$ cat src/lcd4_pkg.sv
// ----------------------------------------------------------------------------
// lcd4_pkg
// Types and constants shared by the 4-bit character LCD sequencer.
// ----------------------------------------------------------------------------
`default_nettype none

package lcd4_pkg;

	// request kinds on the input stream
	localparam logic [1:0] KIND_TICK   = 2'd0;
	localparam logic [1:0] KIND_WRITE  = 2'd1;
	localparam logic [1:0] KIND_INIT   = 2'd2;
	localparam logic [1:0] KIND_CURSOR = 2'd3;

	// configuration register indexes
	localparam logic [7:0] CFG_ENABLE_HIGH = 8'd0;
	localparam logic [7:0] CFG_POST_PULSE  = 8'd1;
	localparam logic [7:0] CFG_CLEAR_HOME  = 8'd2;
	localparam logic [7:0] CFG_POWER_ON    = 8'd3;
	localparam logic [7:0] CFG_INIT_FIRST  = 8'd4;
	localparam logic [7:0] CFG_INIT_STEP   = 8'd5;

	// configuration reset values
	localparam logic [7:0]  RST_ENABLE_HIGH = 8'd1;
	localparam logic [15:0] RST_POST_PULSE  = 16'd50;
	localparam logic [15:0] RST_CLEAR_HOME  = 16'd2000;
	localparam logic [15:0] RST_POWER_ON    = 16'd40000;
	localparam logic [15:0] RST_INIT_FIRST  = 16'd5000;
	localparam logic [15:0] RST_INIT_STEP   = 16'd150;

	// controller command codes
	localparam logic [7:0] CMD_CLEAR     = 8'h01;
	localparam logic [7:0] CMD_HOME      = 8'h02;
	localparam logic [7:0] CMD_SET_DDRAM = 8'h80;
	localparam logic [7:0] LINE2_BASE    = 8'h40;
	localparam logic [7:0] COL_MAX       = 8'd15;
	localparam logic [3:0] NIB_WAKE      = 4'h3;
	localparam logic [3:0] NIB_4BIT      = 4'h2;

	localparam logic [7:0] INIT_CMDS [4] = '{8'h28, 8'h0C, 8'h06, 8'h01};

	// init step numbering: 1..3 wake nibbles, 4 the 4-bit nibble, 5..8 init commands
	localparam logic [3:0] STEP_NONE       = 4'd0;
	localparam logic [3:0] STEP_FIRST_NIB  = 4'd1;
	localparam logic [3:0] STEP_LAST_NIB   = 4'd4;
	localparam logic [3:0] STEP_FIRST_CMD  = 4'd5;
	localparam logic [3:0] STEP_LAST_CHAIN = 4'd7;
	localparam logic [3:0] STEP_MAX        = 4'd8;

	localparam int QUEUE_DEPTH = 2;

	typedef enum logic [1:0] {
		OP_TICK,
		OP_BYTE,
		OP_INIT
	} op_t;

	typedef struct packed {
		op_t        op;
		logic [7:0] data_byte;
		logic       rs;
	} item_t;

	typedef struct packed {
		logic [7:0]  enable_high;
		logic [15:0] post_pulse;
		logic [15:0] clear_home;
		logic [15:0] power_on;
		logic [15:0] init_first;
		logic [15:0] init_step;
	} cfg_t;

	typedef enum logic [2:0] {
		PH_IDLE,
		PH_POWER,
		PH_EN_HIGH,
		PH_POST,
		PH_LONG,
		PH_INIT_WAIT
	} phase_t;

	// result word, reg_select in bit 0
	typedef struct packed {
		logic       accepted;
		logic       busy;
		logic [3:0] bus_nibble;
		logic       enable;
		logic       reg_select;
	} res_t;

endpackage

`default_nettype wire

$ cat src/lcd4_front.sv
// ----------------------------------------------------------------------------
// lcd4_front
// Input stage: takes stream words, decodes the kind and builds the byte to send.
// ----------------------------------------------------------------------------
`default_nettype none

module lcd4_front (
	input  logic            clk,
	input  logic            arst_n,
	input  logic            s_tvalid,
	output logic            s_tready,
	input  logic [31:0]     s_tdata,  // byte_value[7:0], is_data[8], column[16:9], row[24:17]
	input  logic [1:0]      s_tuser,  // kind[1:0]
	output logic            item_valid,
	input  logic            item_ready,
	output lcd4_pkg::item_t item
);
	import lcd4_pkg::*;

	logic       v_s1;
	item_t      item_s1;
	item_t      cls;
	logic [7:0] col;
	logic [7:0] base;

	always_comb begin
		col  = (s_tdata[16:9] > COL_MAX) ? COL_MAX : s_tdata[16:9];
		base = (s_tdata[24:17] == 8'd0) ? 8'd0 : LINE2_BASE;
		cls  = '{op: OP_TICK, data_byte: s_tdata[7:0], rs: s_tdata[8]};
		case (s_tuser)
			KIND_TICK: begin
				cls.op = OP_TICK;
			end
			KIND_WRITE: begin
				cls.op = OP_BYTE;
			end
			KIND_INIT: begin
				cls.op = OP_INIT;
			end
			KIND_CURSOR: begin
				cls.op        = OP_BYTE;
				cls.data_byte = CMD_SET_DDRAM | (base + col);
				cls.rs        = 1'b0;
			end
			default: begin
				cls.op = OP_TICK;
			end
		endcase
	end

	assign s_tready   = !v_s1 || item_ready;
	assign item_valid = v_s1;
	assign item       = item_s1;

	always_ff @(posedge clk or negedge arst_n) begin
		if (!arst_n) begin
			v_s1 <= 1'b0;
		end else if (s_tready) begin
			v_s1 <= s_tvalid;
		end
	end

	always_ff @(posedge clk) begin
		if (s_tvalid && s_tready) begin
			item_s1 <= cls;
		end
	end

endmodule

`default_nettype wire

$ cat src/lcd4_queue.sv
// ----------------------------------------------------------------------------
// lcd4_queue
// Two-entry queue between the decode stage and the sequencer.
// ----------------------------------------------------------------------------
`default_nettype none

module lcd4_queue (
	input  logic            clk,
	input  logic            arst_n,
	input  logic            in_valid,
	output logic            in_ready,
	input  lcd4_pkg::item_t in_item,
	output logic            out_valid,
	input  logic            out_ready,
	output lcd4_pkg::item_t out_item
);
	import lcd4_pkg::*;

	localparam int PW = (QUEUE_DEPTH > 1) ? $clog2(QUEUE_DEPTH) : 1;
	localparam int CW = $clog2(QUEUE_DEPTH + 1);

	item_t         mem_q [QUEUE_DEPTH];
	logic [PW-1:0] wr_ptr_q;
	logic [PW-1:0] rd_ptr_q;
	logic [CW-1:0] count_q;
	logic          push;
	logic          pop;

	assign in_ready  = (count_q < CW'(QUEUE_DEPTH));
	assign out_valid = (count_q != '0);
	assign out_item  = mem_q[rd_ptr_q];
	assign push      = in_valid && in_ready;
	assign pop       = out_valid && out_ready;

	always_ff @(posedge clk or negedge arst_n) begin
		if (!arst_n) begin
			wr_ptr_q <= '0;
			rd_ptr_q <= '0;
			count_q  <= '0;
		end else begin
			if (push) begin
				wr_ptr_q <= (wr_ptr_q == PW'(QUEUE_DEPTH - 1)) ? '0 : wr_ptr_q + 1'b1;
			end
			if (pop) begin
				rd_ptr_q <= (rd_ptr_q == PW'(QUEUE_DEPTH - 1)) ? '0 : rd_ptr_q + 1'b1;
			end
			if (push && !pop) begin
				count_q <= count_q + 1'b1;
			end else if (pop && !push) begin
				count_q <= count_q - 1'b1;
			end
		end
	end

	always_ff @(posedge clk) begin
		if (push) begin
			mem_q[wr_ptr_q] <= in_item;
		end
	end

	a_count_bound: assert property (@(posedge clk) disable iff (!arst_n)
		count_q <= CW'(QUEUE_DEPTH))
		else $error("queue count past depth");

	a_no_push_full: assert property (@(posedge clk) disable iff (!arst_n)
		(count_q == CW'(QUEUE_DEPTH)) && !pop |=> (count_q == CW'(QUEUE_DEPTH)))
		else $error("full queue changed level without a pop");

	a_ptr_gap: assert property (@(posedge clk) disable iff (!arst_n)
		(count_q == '0) |-> (wr_ptr_q == rd_ptr_q))
		else $error("empty queue with pointers apart");

endmodule

`default_nettype wire

$ cat src/lcd4_back.sv
// ----------------------------------------------------------------------------
// lcd4_back
// Pin sequencer: applies one item a cycle, unless the output stream stalls, to the pin
// and counter state and registers the resulting pin levels on the output stream.
// ----------------------------------------------------------------------------
`default_nettype none

module lcd4_back (
	input  logic            clk,
	input  logic            arst_n,
	input  logic            item_valid,
	output logic            item_ready,
	input  lcd4_pkg::item_t item,
	input  lcd4_pkg::cfg_t  cfg,
	output logic            m_tvalid,
	input  logic            m_tready,
	output logic [7:0]      m_tdata
);
	import lcd4_pkg::*;

	phase_t      phase_q, phase_d;
	logic [15:0] cnt_q, cnt_d;
	logic [3:0]  step_q, step_d;
	logic [7:0]  pend_q, pend_d;
	logic        lnn_q, lnn_d;
	logic        rs_q, rs_d;
	logic        en_q, en_d;
	logic [3:0]  bus_q, bus_d;
	logic        acc;

	logic        m_tvalid_q;
	res_t        res_q, res;
	logic        fire;

	logic        start_b;
	logic [7:0]  sb_val;
	logic        sb_rs;
	logic        start_n;
	logic [3:0]  sn_val;
	logic        chain;

	assign fire       = item_valid && (!m_tvalid_q || m_tready);
	assign item_ready = !m_tvalid_q || m_tready;
	assign m_tvalid   = m_tvalid_q;
	assign m_tdata    = res_q;

	// next state of the sequencer
	always_comb begin
		phase_d = phase_q;
		cnt_d   = cnt_q;
		step_d  = step_q;
		pend_d  = pend_q;
		lnn_d   = lnn_q;
		rs_d    = rs_q;
		en_d    = en_q;
		bus_d   = bus_q;
		acc     = 1'b0;
		start_b = 1'b0;
		sb_val  = pend_q;
		sb_rs   = 1'b0;
		start_n = 1'b0;
		sn_val  = bus_q;
		chain   = (step_q >= STEP_FIRST_CMD) && (step_q <= STEP_LAST_CHAIN);

		case (item.op)
			OP_TICK: begin
				if (phase_q != PH_IDLE) begin
					if (cnt_q <= 16'd1) begin
						cnt_d = '0;
						case (phase_q)
							PH_POWER: begin
								step_d  = STEP_FIRST_NIB;
								rs_d    = 1'b0;
								lnn_d   = 1'b0;
								start_n = 1'b1;
								sn_val  = NIB_WAKE;
							end
							PH_EN_HIGH: begin
								en_d    = 1'b0;
								cnt_d   = cfg.post_pulse;
								phase_d = PH_POST;
							end
							PH_POST: begin
								if (lnn_q) begin
									lnn_d   = 1'b0;
									start_n = 1'b1;
									sn_val  = pend_q[3:0];
								end else if (step_q >= STEP_FIRST_NIB && step_q <= STEP_LAST_NIB) begin
									cnt_d   = (step_q == STEP_FIRST_NIB) ? cfg.init_first
									                                     : cfg.init_step;
									phase_d = PH_INIT_WAIT;
								end else if (!rs_q && (pend_q == CMD_CLEAR || pend_q == CMD_HOME)) begin
									cnt_d   = cfg.clear_home;
									phase_d = PH_LONG;
								end else if (chain) begin
									step_d  = step_q + 4'd1;
									start_b = 1'b1;
									sb_val  = INIT_CMDS[2'(step_q - STEP_LAST_NIB)];
								end else begin
									step_d  = STEP_NONE;
									phase_d = PH_IDLE;
								end
							end
							PH_LONG: begin
								if (chain) begin
									step_d  = step_q + 4'd1;
									start_b = 1'b1;
									sb_val  = INIT_CMDS[2'(step_q - STEP_LAST_NIB)];
								end else begin
									step_d  = STEP_NONE;
									phase_d = PH_IDLE;
								end
							end
							PH_INIT_WAIT: begin
								if (step_q < STEP_LAST_NIB) begin
									step_d  = step_q + 4'd1;
									lnn_d   = 1'b0;
									start_n = 1'b1;
									sn_val  = (step_q + 4'd1 == STEP_LAST_NIB) ? NIB_4BIT : NIB_WAKE;
								end else begin
									step_d  = STEP_FIRST_CMD;
									start_b = 1'b1;
									sb_val  = INIT_CMDS[0];
								end
							end
							default: begin
								phase_d = PH_IDLE;
							end
						endcase
					end else begin
						cnt_d = cnt_q - 16'd1;
					end
				end
			end
			OP_BYTE: begin
				if (phase_q == PH_IDLE) begin
					acc     = 1'b1;
					step_d  = STEP_NONE;
					start_b = 1'b1;
					sb_val  = item.data_byte;
					sb_rs   = item.rs;
				end
			end
			OP_INIT: begin
				if (phase_q == PH_IDLE) begin
					acc     = 1'b1;
					rs_d    = 1'b0;
					en_d    = 1'b0;
					lnn_d   = 1'b0;
					step_d  = STEP_NONE;
					cnt_d   = cfg.power_on;
					phase_d = PH_POWER;
				end
			end
			default: begin
				acc = 1'b0;
			end
		endcase

		// byte start: latch it, then high nibble goes out first
		if (start_b) begin
			pend_d  = sb_val;
			rs_d    = sb_rs;
			lnn_d   = 1'b1;
			start_n = 1'b1;
			sn_val  = sb_val[7:4];
		end
		if (start_n) begin
			bus_d   = sn_val;
			en_d    = 1'b1;
			cnt_d   = {8'd0, cfg.enable_high};
			phase_d = PH_EN_HIGH;
		end
	end

	// result word from the updated pin state
	always_comb begin
		res.reg_select = rs_d;
		res.enable     = en_d;
		res.bus_nibble = bus_d;
		res.busy       = (phase_d != PH_IDLE);
		res.accepted   = acc;
	end

	always_ff @(posedge clk or negedge arst_n) begin
		if (!arst_n) begin
			phase_q    <= PH_IDLE;
			cnt_q      <= '0;
			step_q     <= STEP_NONE;
			pend_q     <= '0;
			lnn_q      <= 1'b0;
			rs_q       <= 1'b0;
			en_q       <= 1'b0;
			bus_q      <= '0;
			m_tvalid_q <= 1'b0;
		end else begin
			if (fire) begin
				phase_q <= phase_d;
				cnt_q   <= cnt_d;
				step_q  <= step_d;
				pend_q  <= pend_d;
				lnn_q   <= lnn_d;
				rs_q    <= rs_d;
				en_q    <= en_d;
				bus_q   <= bus_d;
			end
			if (fire) begin
				m_tvalid_q <= 1'b1;
			end else if (m_tready) begin
				m_tvalid_q <= 1'b0;
			end
		end
	end

	always_ff @(posedge clk) begin
		if (fire) begin
			res_q <= res;
		end
	end

	a_en_phase: assert property (@(posedge clk) disable iff (!arst_n)
		en_q |-> (phase_q == PH_EN_HIGH))
		else $error("enable high outside the pulse phase");

	a_low_pending: assert property (@(posedge clk) disable iff (!arst_n)
		lnn_q |-> (phase_q == PH_EN_HIGH || phase_q == PH_POST))
		else $error("low nibble pending outside a byte transfer");

	a_step_range: assert property (@(posedge clk) disable iff (!arst_n)
		(step_q <= STEP_MAX) && ((phase_q == PH_IDLE) -> (step_q == STEP_NONE)))
		else $error("init step out of range");

	a_busy_refuse: assert property (@(posedge clk) disable iff (!arst_n)
		fire && (phase_q != PH_IDLE) |=> !res_q.accepted)
		else $error("request taken while busy");

endmodule

`default_nettype wire

$ cat src/char_lcd_4bit_interface_sequencer.sv
// ----------------------------------------------------------------------------
// char_lcd_4bit_interface_sequencer
// 4-bit character LCD sequencer: ticks, byte writes, init and cursor set.
//
// channel  dir  handshake          payload
// s        in   s_tvalid/s_tready  tdata: byte_value, is_data, column, row; tuser: kind
// m        out  m_tvalid/m_tready  tdata: reg_select, enable, bus_nibble, busy_res, accepted
// cfg      in   cfg_we             cfg_index, cfg_data
//
// one word in, one word out; a new word is taken every cycle when m is not stalled
// each word passes the decode register, the queue and the sequencer output register
// the sequencer updates all pin and counter state once for each word it takes
// reset clears the pins, the sequence state and the queue; config goes to defaults
// a stall on m backs up through the two-entry queue to s_tready
// ----------------------------------------------------------------------------
`default_nettype none

module char_lcd_4bit_interface_sequencer (
	input  logic        clk,
	input  logic        arst_n,
	input  logic        s_tvalid,
	output logic        s_tready,
	input  logic [31:0] s_tdata,  // byte_value[7:0], is_data[8], column[16:9], row[24:17]
	input  logic [1:0]  s_tuser,  // kind[1:0]
	output logic        m_tvalid,
	input  logic        m_tready,
	output logic [7:0]  m_tdata,  // reg_select[0], enable[1], bus_nibble[5:2], busy_res[6], accepted[7]
	input  logic        cfg_we,
	input  logic [7:0]  cfg_index,
	input  logic [15:0] cfg_data
);
	import lcd4_pkg::*;

	cfg_t  cfg_q;
	item_t f_item;
	logic  f_valid;
	logic  f_ready;
	item_t q_item;
	logic  q_valid;
	logic  q_ready;

	always_ff @(posedge clk or negedge arst_n) begin
		if (!arst_n) begin
			cfg_q.enable_high <= RST_ENABLE_HIGH;
			cfg_q.post_pulse  <= RST_POST_PULSE;
			cfg_q.clear_home  <= RST_CLEAR_HOME;
			cfg_q.power_on    <= RST_POWER_ON;
			cfg_q.init_first  <= RST_INIT_FIRST;
			cfg_q.init_step   <= RST_INIT_STEP;
		end else if (cfg_we) begin
			case (cfg_index)
				CFG_ENABLE_HIGH: cfg_q.enable_high <= cfg_data[7:0];
				CFG_POST_PULSE:  cfg_q.post_pulse  <= cfg_data;
				CFG_CLEAR_HOME:  cfg_q.clear_home  <= cfg_data;
				CFG_POWER_ON:    cfg_q.power_on    <= cfg_data;
				CFG_INIT_FIRST:  cfg_q.init_first  <= cfg_data;
				CFG_INIT_STEP:   cfg_q.init_step   <= cfg_data;
				default: begin
				end
			endcase
		end
	end

	lcd4_front u_front (
		.clk        (clk),
		.arst_n     (arst_n),
		.s_tvalid   (s_tvalid),
		.s_tready   (s_tready),
		.s_tdata    (s_tdata),
		.s_tuser    (s_tuser),
		.item_valid (f_valid),
		.item_ready (f_ready),
		.item       (f_item)
	);

	lcd4_queue u_queue (
		.clk       (clk),
		.arst_n    (arst_n),
		.in_valid  (f_valid),
		.in_ready  (f_ready),
		.in_item   (f_item),
		.out_valid (q_valid),
		.out_ready (q_ready),
		.out_item  (q_item)
	);

	lcd4_back u_back (
		.clk        (clk),
		.arst_n     (arst_n),
		.item_valid (q_valid),
		.item_ready (q_ready),
		.item       (q_item),
		.cfg        (cfg_q),
		.m_tvalid   (m_tvalid),
		.m_tready   (m_tready),
		.m_tdata    (m_tdata)
	);

endmodule

`default_nettype wire

$ cat config.mk
export PLATFORM = sky130hd
export DESIGN_NAME = char_lcd_4bit_interface_sequencer
export DESIGN_NICKNAME = d
export VERILOG_FILES = /design/src/lcd4_pkg.sv /design/src/lcd4_front.sv /design/src/lcd4_queue.sv /design/src/lcd4_back.sv /design/src/char_lcd_4bit_interface_sequencer.sv
export SDC_FILE = /design/constraint.sdc
export NUM_CORES = 1
export LEC_CHECK = 0
export ABC_AREA = 1
export BUFFER_PORTS_ARGS = -buffer_cell sky130_fd_sc_hd__buf_2
export CAP_MARGIN = 20
export CORE_ASPECT_RATIO = 0.75
export CORE_UTILIZATION = 50
export DETAILED_ROUTE_END_ITERATION = 7
export PLACE_DENSITY = 0.71
export SYNTH_ARGS = -nofsm -noshare
export SYNTH_HDL_FRONTEND = slang
export SYNTH_HIERARCHICAL = 1
export SYNTH_SLANG_ARGS = --single-unit
$ cat constraint.sdc
create_clock -name clk -period 2.4 [get_ports clk]
set_input_delay 0.36 -clock clk [delete_from_list [all_inputs] [get_ports clk]]
set_output_delay 0.36 -clock clk [all_outputs]
set_load 0.03 [all_outputs]
==> results.md <==
* Reg-to-Reg Start: u_back/cnt_q[0]
* RR Endpoint: u_back/m_tdata[5]
* Largest net degree at the start of global routing at 48
* Crit path top cell by count: nand2_1
* Buf/Inv on CP at 1
* Post-layout util at 59.7%
* NetSw at around 6300 µW
* Synth warn at 6
* Syn-to-layout area delta at 15.1%
* Final wirelength at 25100 µm
* Mapped Avg Cell Area at 7.70 µm²
* Yosys cell types at 48
* Crit Path Max Fanout at 5
* Total number of vias at 8645
* Initial antenna violation count at 0
* Clk slew on worst S/H paths at 0.07 ns
* DR vias/cell at roughly 5.3
* Setup violations, final at 0
* Max-slew violations at 0
* Gate count of the mapped netlist at 1269
* Final global-route overflow total at 0
* Commonest non-fill, non-tap cell in the layout: nand2_1
* Total global-route track usage at 26.5%
* Commonest cells after routing, fill and taps aside: nand2_1 (534), nand3_1 (107), dfrtp_1 (106), o21ai_0 (68), inv_1 (66)
* Pre-antenna DRT Iters at 6
* Min-Delay Path Depth at 1
* Clock skew at 0.0117 ns
* Cell-internal power at 7550 µW
* Worst slew pin tran at approximately 0.67 ns
* CTS H-tree lvls at 4
* Worst min-delay path startpoint: s_tuser[0]
* Top Ports at 73
* Setup TNS Final at 0 ns
* Die area at 0.0201 mm²
* Nets at 1443
* Share of the clock period used by the worst path at 94.0%
* Max Cap Violations at 0
* Iter 0 DRT Violations at 994
* Hold Path End: u_front/item[9]
* Synthesized Nets at approximately 1300
* Max clock buf depth at 2
* WL per Instance at 15.4 µm
* Clk_lat worst skew at 0.44 ns
* Status: complete, no violations
* GPL Wtd Cong at ~0.96
* CTS tree: done
* Ant. Diodes at 0
* Cts bufs inserted at 17
* Num rows at 43
* F_max at about 440 MHz
* Die Y at 123 µm
* Initial Util at 51.9%
* Switching Share at 45.7%
* Share of layout cells above drive strength 1 at between 20 and 25%
* Largest family of logic cells by synthesized area: simple AND/OR/NAND/NOR gates
* # port buffers at 65
* Peak supply drop at ~480 µV
* Worst Path Required at 2.58 ns
* Area share of fa/ha/maj cells after synthesis at around 1.4%
* Synth Area in Compound Gates at 7.81%
* Slowest stage cell, crit path: dfrtp_1
* Root buf cell: clkbuf_16
* Die Width at around 160 µm
* Power density over the cells at about 1200 mW/mm²
* Reg-to-reg slack, setup at 0.14 ns
* Worst EP arrival at 2.44 ns
* DRC errors left at 0
* Max-slew headroom at a little under three fifths
* Synthesized area at 0.00977 mm²
* HP Class: input port to register
* XOR/XNOR share of the synthesized area at 1.26%
* Core area at 0.0188 mm²
* Post-layout minimum cycle time at about 2.3 ns
* CP Launch Type: register
* Chain of cells forming the critical path: inv_1 > ha_2 > o21ai_0 > nor3_1 > nand2_2 > nor2_2 > nand3_1 > nand3_1 > nand2_1 > nand2_1 > nand2_1
* Critical path type: register to register
* Sequential share of the synthesized area at 46.7%
* Part of the power in registers at 30.6%
* Crit-path leading delay family: simple AND/OR/NAND/NOR gates
* Post-DRT Antenna Nets at 0
* Comb power frac at around half
* Sink Count at 173
* Flops & latches, synth at 173
* Setup crit end kind: register
* P_leak at 0.00567 µW
* Synth Area in Simple Gates at 36.4%
* Vias in the first global route at 7693
* Clock share of power at 20.0%
* Detail Placement HPWL at 18500 µm
* Post-synthesis mux area share at 0%
* First-pass GRT wire length at 40600 µm
* R2R depth at 11
* Slowest stage delay, CP at 0.42 ns
* Hold Fails Final Rpt at 0
[sequential cells by signal (all words and copies together), names as in the netlist]
register / flops
u_back/en_q: 1
u_back/rs_q: 1
cfg_q: 88
u_front/item: 11
u_back/bus_q: 4
u_queue/rd_ptr_q: 1
u_back/cnt_q: 16
u_queue/count_q: 2
u_back/step_q: 4
u_back/m_tdata: 8
u_back/phase_q: 3
u_back/pend_q: 8
u_front/item_valid: 1
u_queue/wr_ptr_q: 1
u_back/lnn_q: 1
u_queue/mem_q: 22
u_back/m_tvalid: 1
[worst register-to-register path: stages, from the launching register on]
cell     delay [ns]
dfrtp_1        0.42
inv_1          0.10
ha_2           0.23
o21ai_0        0.09
nor3_1         0.20
nand2_2        0.18
nor2_2         0.19
nand3_1        0.19
nand3_1        0.12
nand2_1        0.10
nand2_1        0.10
nand2_1        0.09
[worst max path at each step]
stage,cells past startpoint,endpoint,slack (ns),startpoint
global placement,12,u_back/step_q[1],0.02,u_queue/rd_ptr_q
floorplan,15,u_back/pend_q[0],0.17,u_queue/rd_ptr_q
global route,15,u_back/cnt_q[8],-0.008,u_back/step_q[0]
CTS,13,u_back/step_q[1],0.02,u_queue/rd_ptr_q
detailed placement,13,u_back/step_q[1],-0.02,u_queue/rd_ptr_q
finish,11,u_back/m_tdata[5],0.14,u_back/cnt_q[0]
[layer usage]
metal	vias up	wire length [µm]	global-route usage (%)
li1	4296	-	-
met1	3980	12700	42.9
met2	353	9920	35.2
met3	16	2370	6.17
met4	0	159	4.91
met5	-	0	0
[cells by family (layout without fill, tap and decap cells)]
kind of cell | after synthesis | after routing
AOI/OAI and AO/OA | 140 | 140
xor gates and xnor gates | 14 | 14
adders and majority gates | 11 | 11
buffers and inverters | 129 | 242
DFF | 173 | 173
and+or+nand+nor | 802 | 802
[synth_stat cells, drive strengths merged]
cell type,count,area share [%]
nand2,555,22
nand3,121,6.9
dfrtp,108,28
nor2,89,4.9
o21ai,87,4.7
inv,80,3.2
edfxtp,41,13
a21oi,35,1.8
buf,29,2.4
dfstp,24,6.5
clkbuf,15,0.58
nor3,14,0.94
ha,11,1.4
nand4,10,0.79
or2,9,0.58
xor2,8,0.72
o211ai,6,0.46
xnor2,6,0.54
clkinv,5,0.20
a22oi,4,0.31
a31oi,4,0.26
o21bai,2,0.15
a21o,1,0.077
and2,1,0.064
nand3b,1,0.077
nor3b,1,0.077
nor4,1,0.064
o31ai,1,0.077
[layout make-up]
cell class                 count  area (µm²)
clock buffer                  18         450
sequential                   173        4570
inverter                      85         335
timing repair buffer         125         805
fill                        1701        7590
multi-input combinational    967        4630
tap                          247         309
clock inverter                14         143
[stage by stage]
| step | hold slack (ns) | total power [µW] | std cells | area [µm²] | setup WS, ns |
|---|---|---|---|---|---|
| floorplan | 0.0644 | 8740 | 1269 | 9770 | 0.167 |
| global placement | 0.427 | 10600 | 1595 | 10600 | 0.0233 |
| detailed placement | 0.431 | 10700 | 1595 | 10600 | -0.0189 |
| CTS | 0.121 | 13500 | 1628 | 11200 | 0.0211 |
| global route | 0.124 | 14900 | 1629 | 11200 | -0.00834 |
| finish | 0.131 | 13900 | 1629 | 11200 | 0.145 |
[power groups by stage]
| stage | Clock [µW] | Sequential [µW] | Combinational, µW |
|---|---|---|---|
| after floorplan | 0 | 4290 | 4450 |
| after global placement | 0 | 4250 | 6350 |
| after detailed placement | 0 | 4270 | 6440 |
| after CTS | 2810 | 4220 | 6500 |
| after global routing | 2930 | 4320 | 7600 |
| final | 2780 | 4250 | 6870 |
[timing repair]
item / 4_1_cts / 5_1_grt
setup endpoints to repair: 3 / 41
hold buffers: 1 / 0
pin swaps: 0 / 3
gates resized for setup: 1 / 27
hold endpoints to repair: 31 / 0
setup buffers: 0 / 1
No activity file was read; power rests on OpenSTA's default activity.
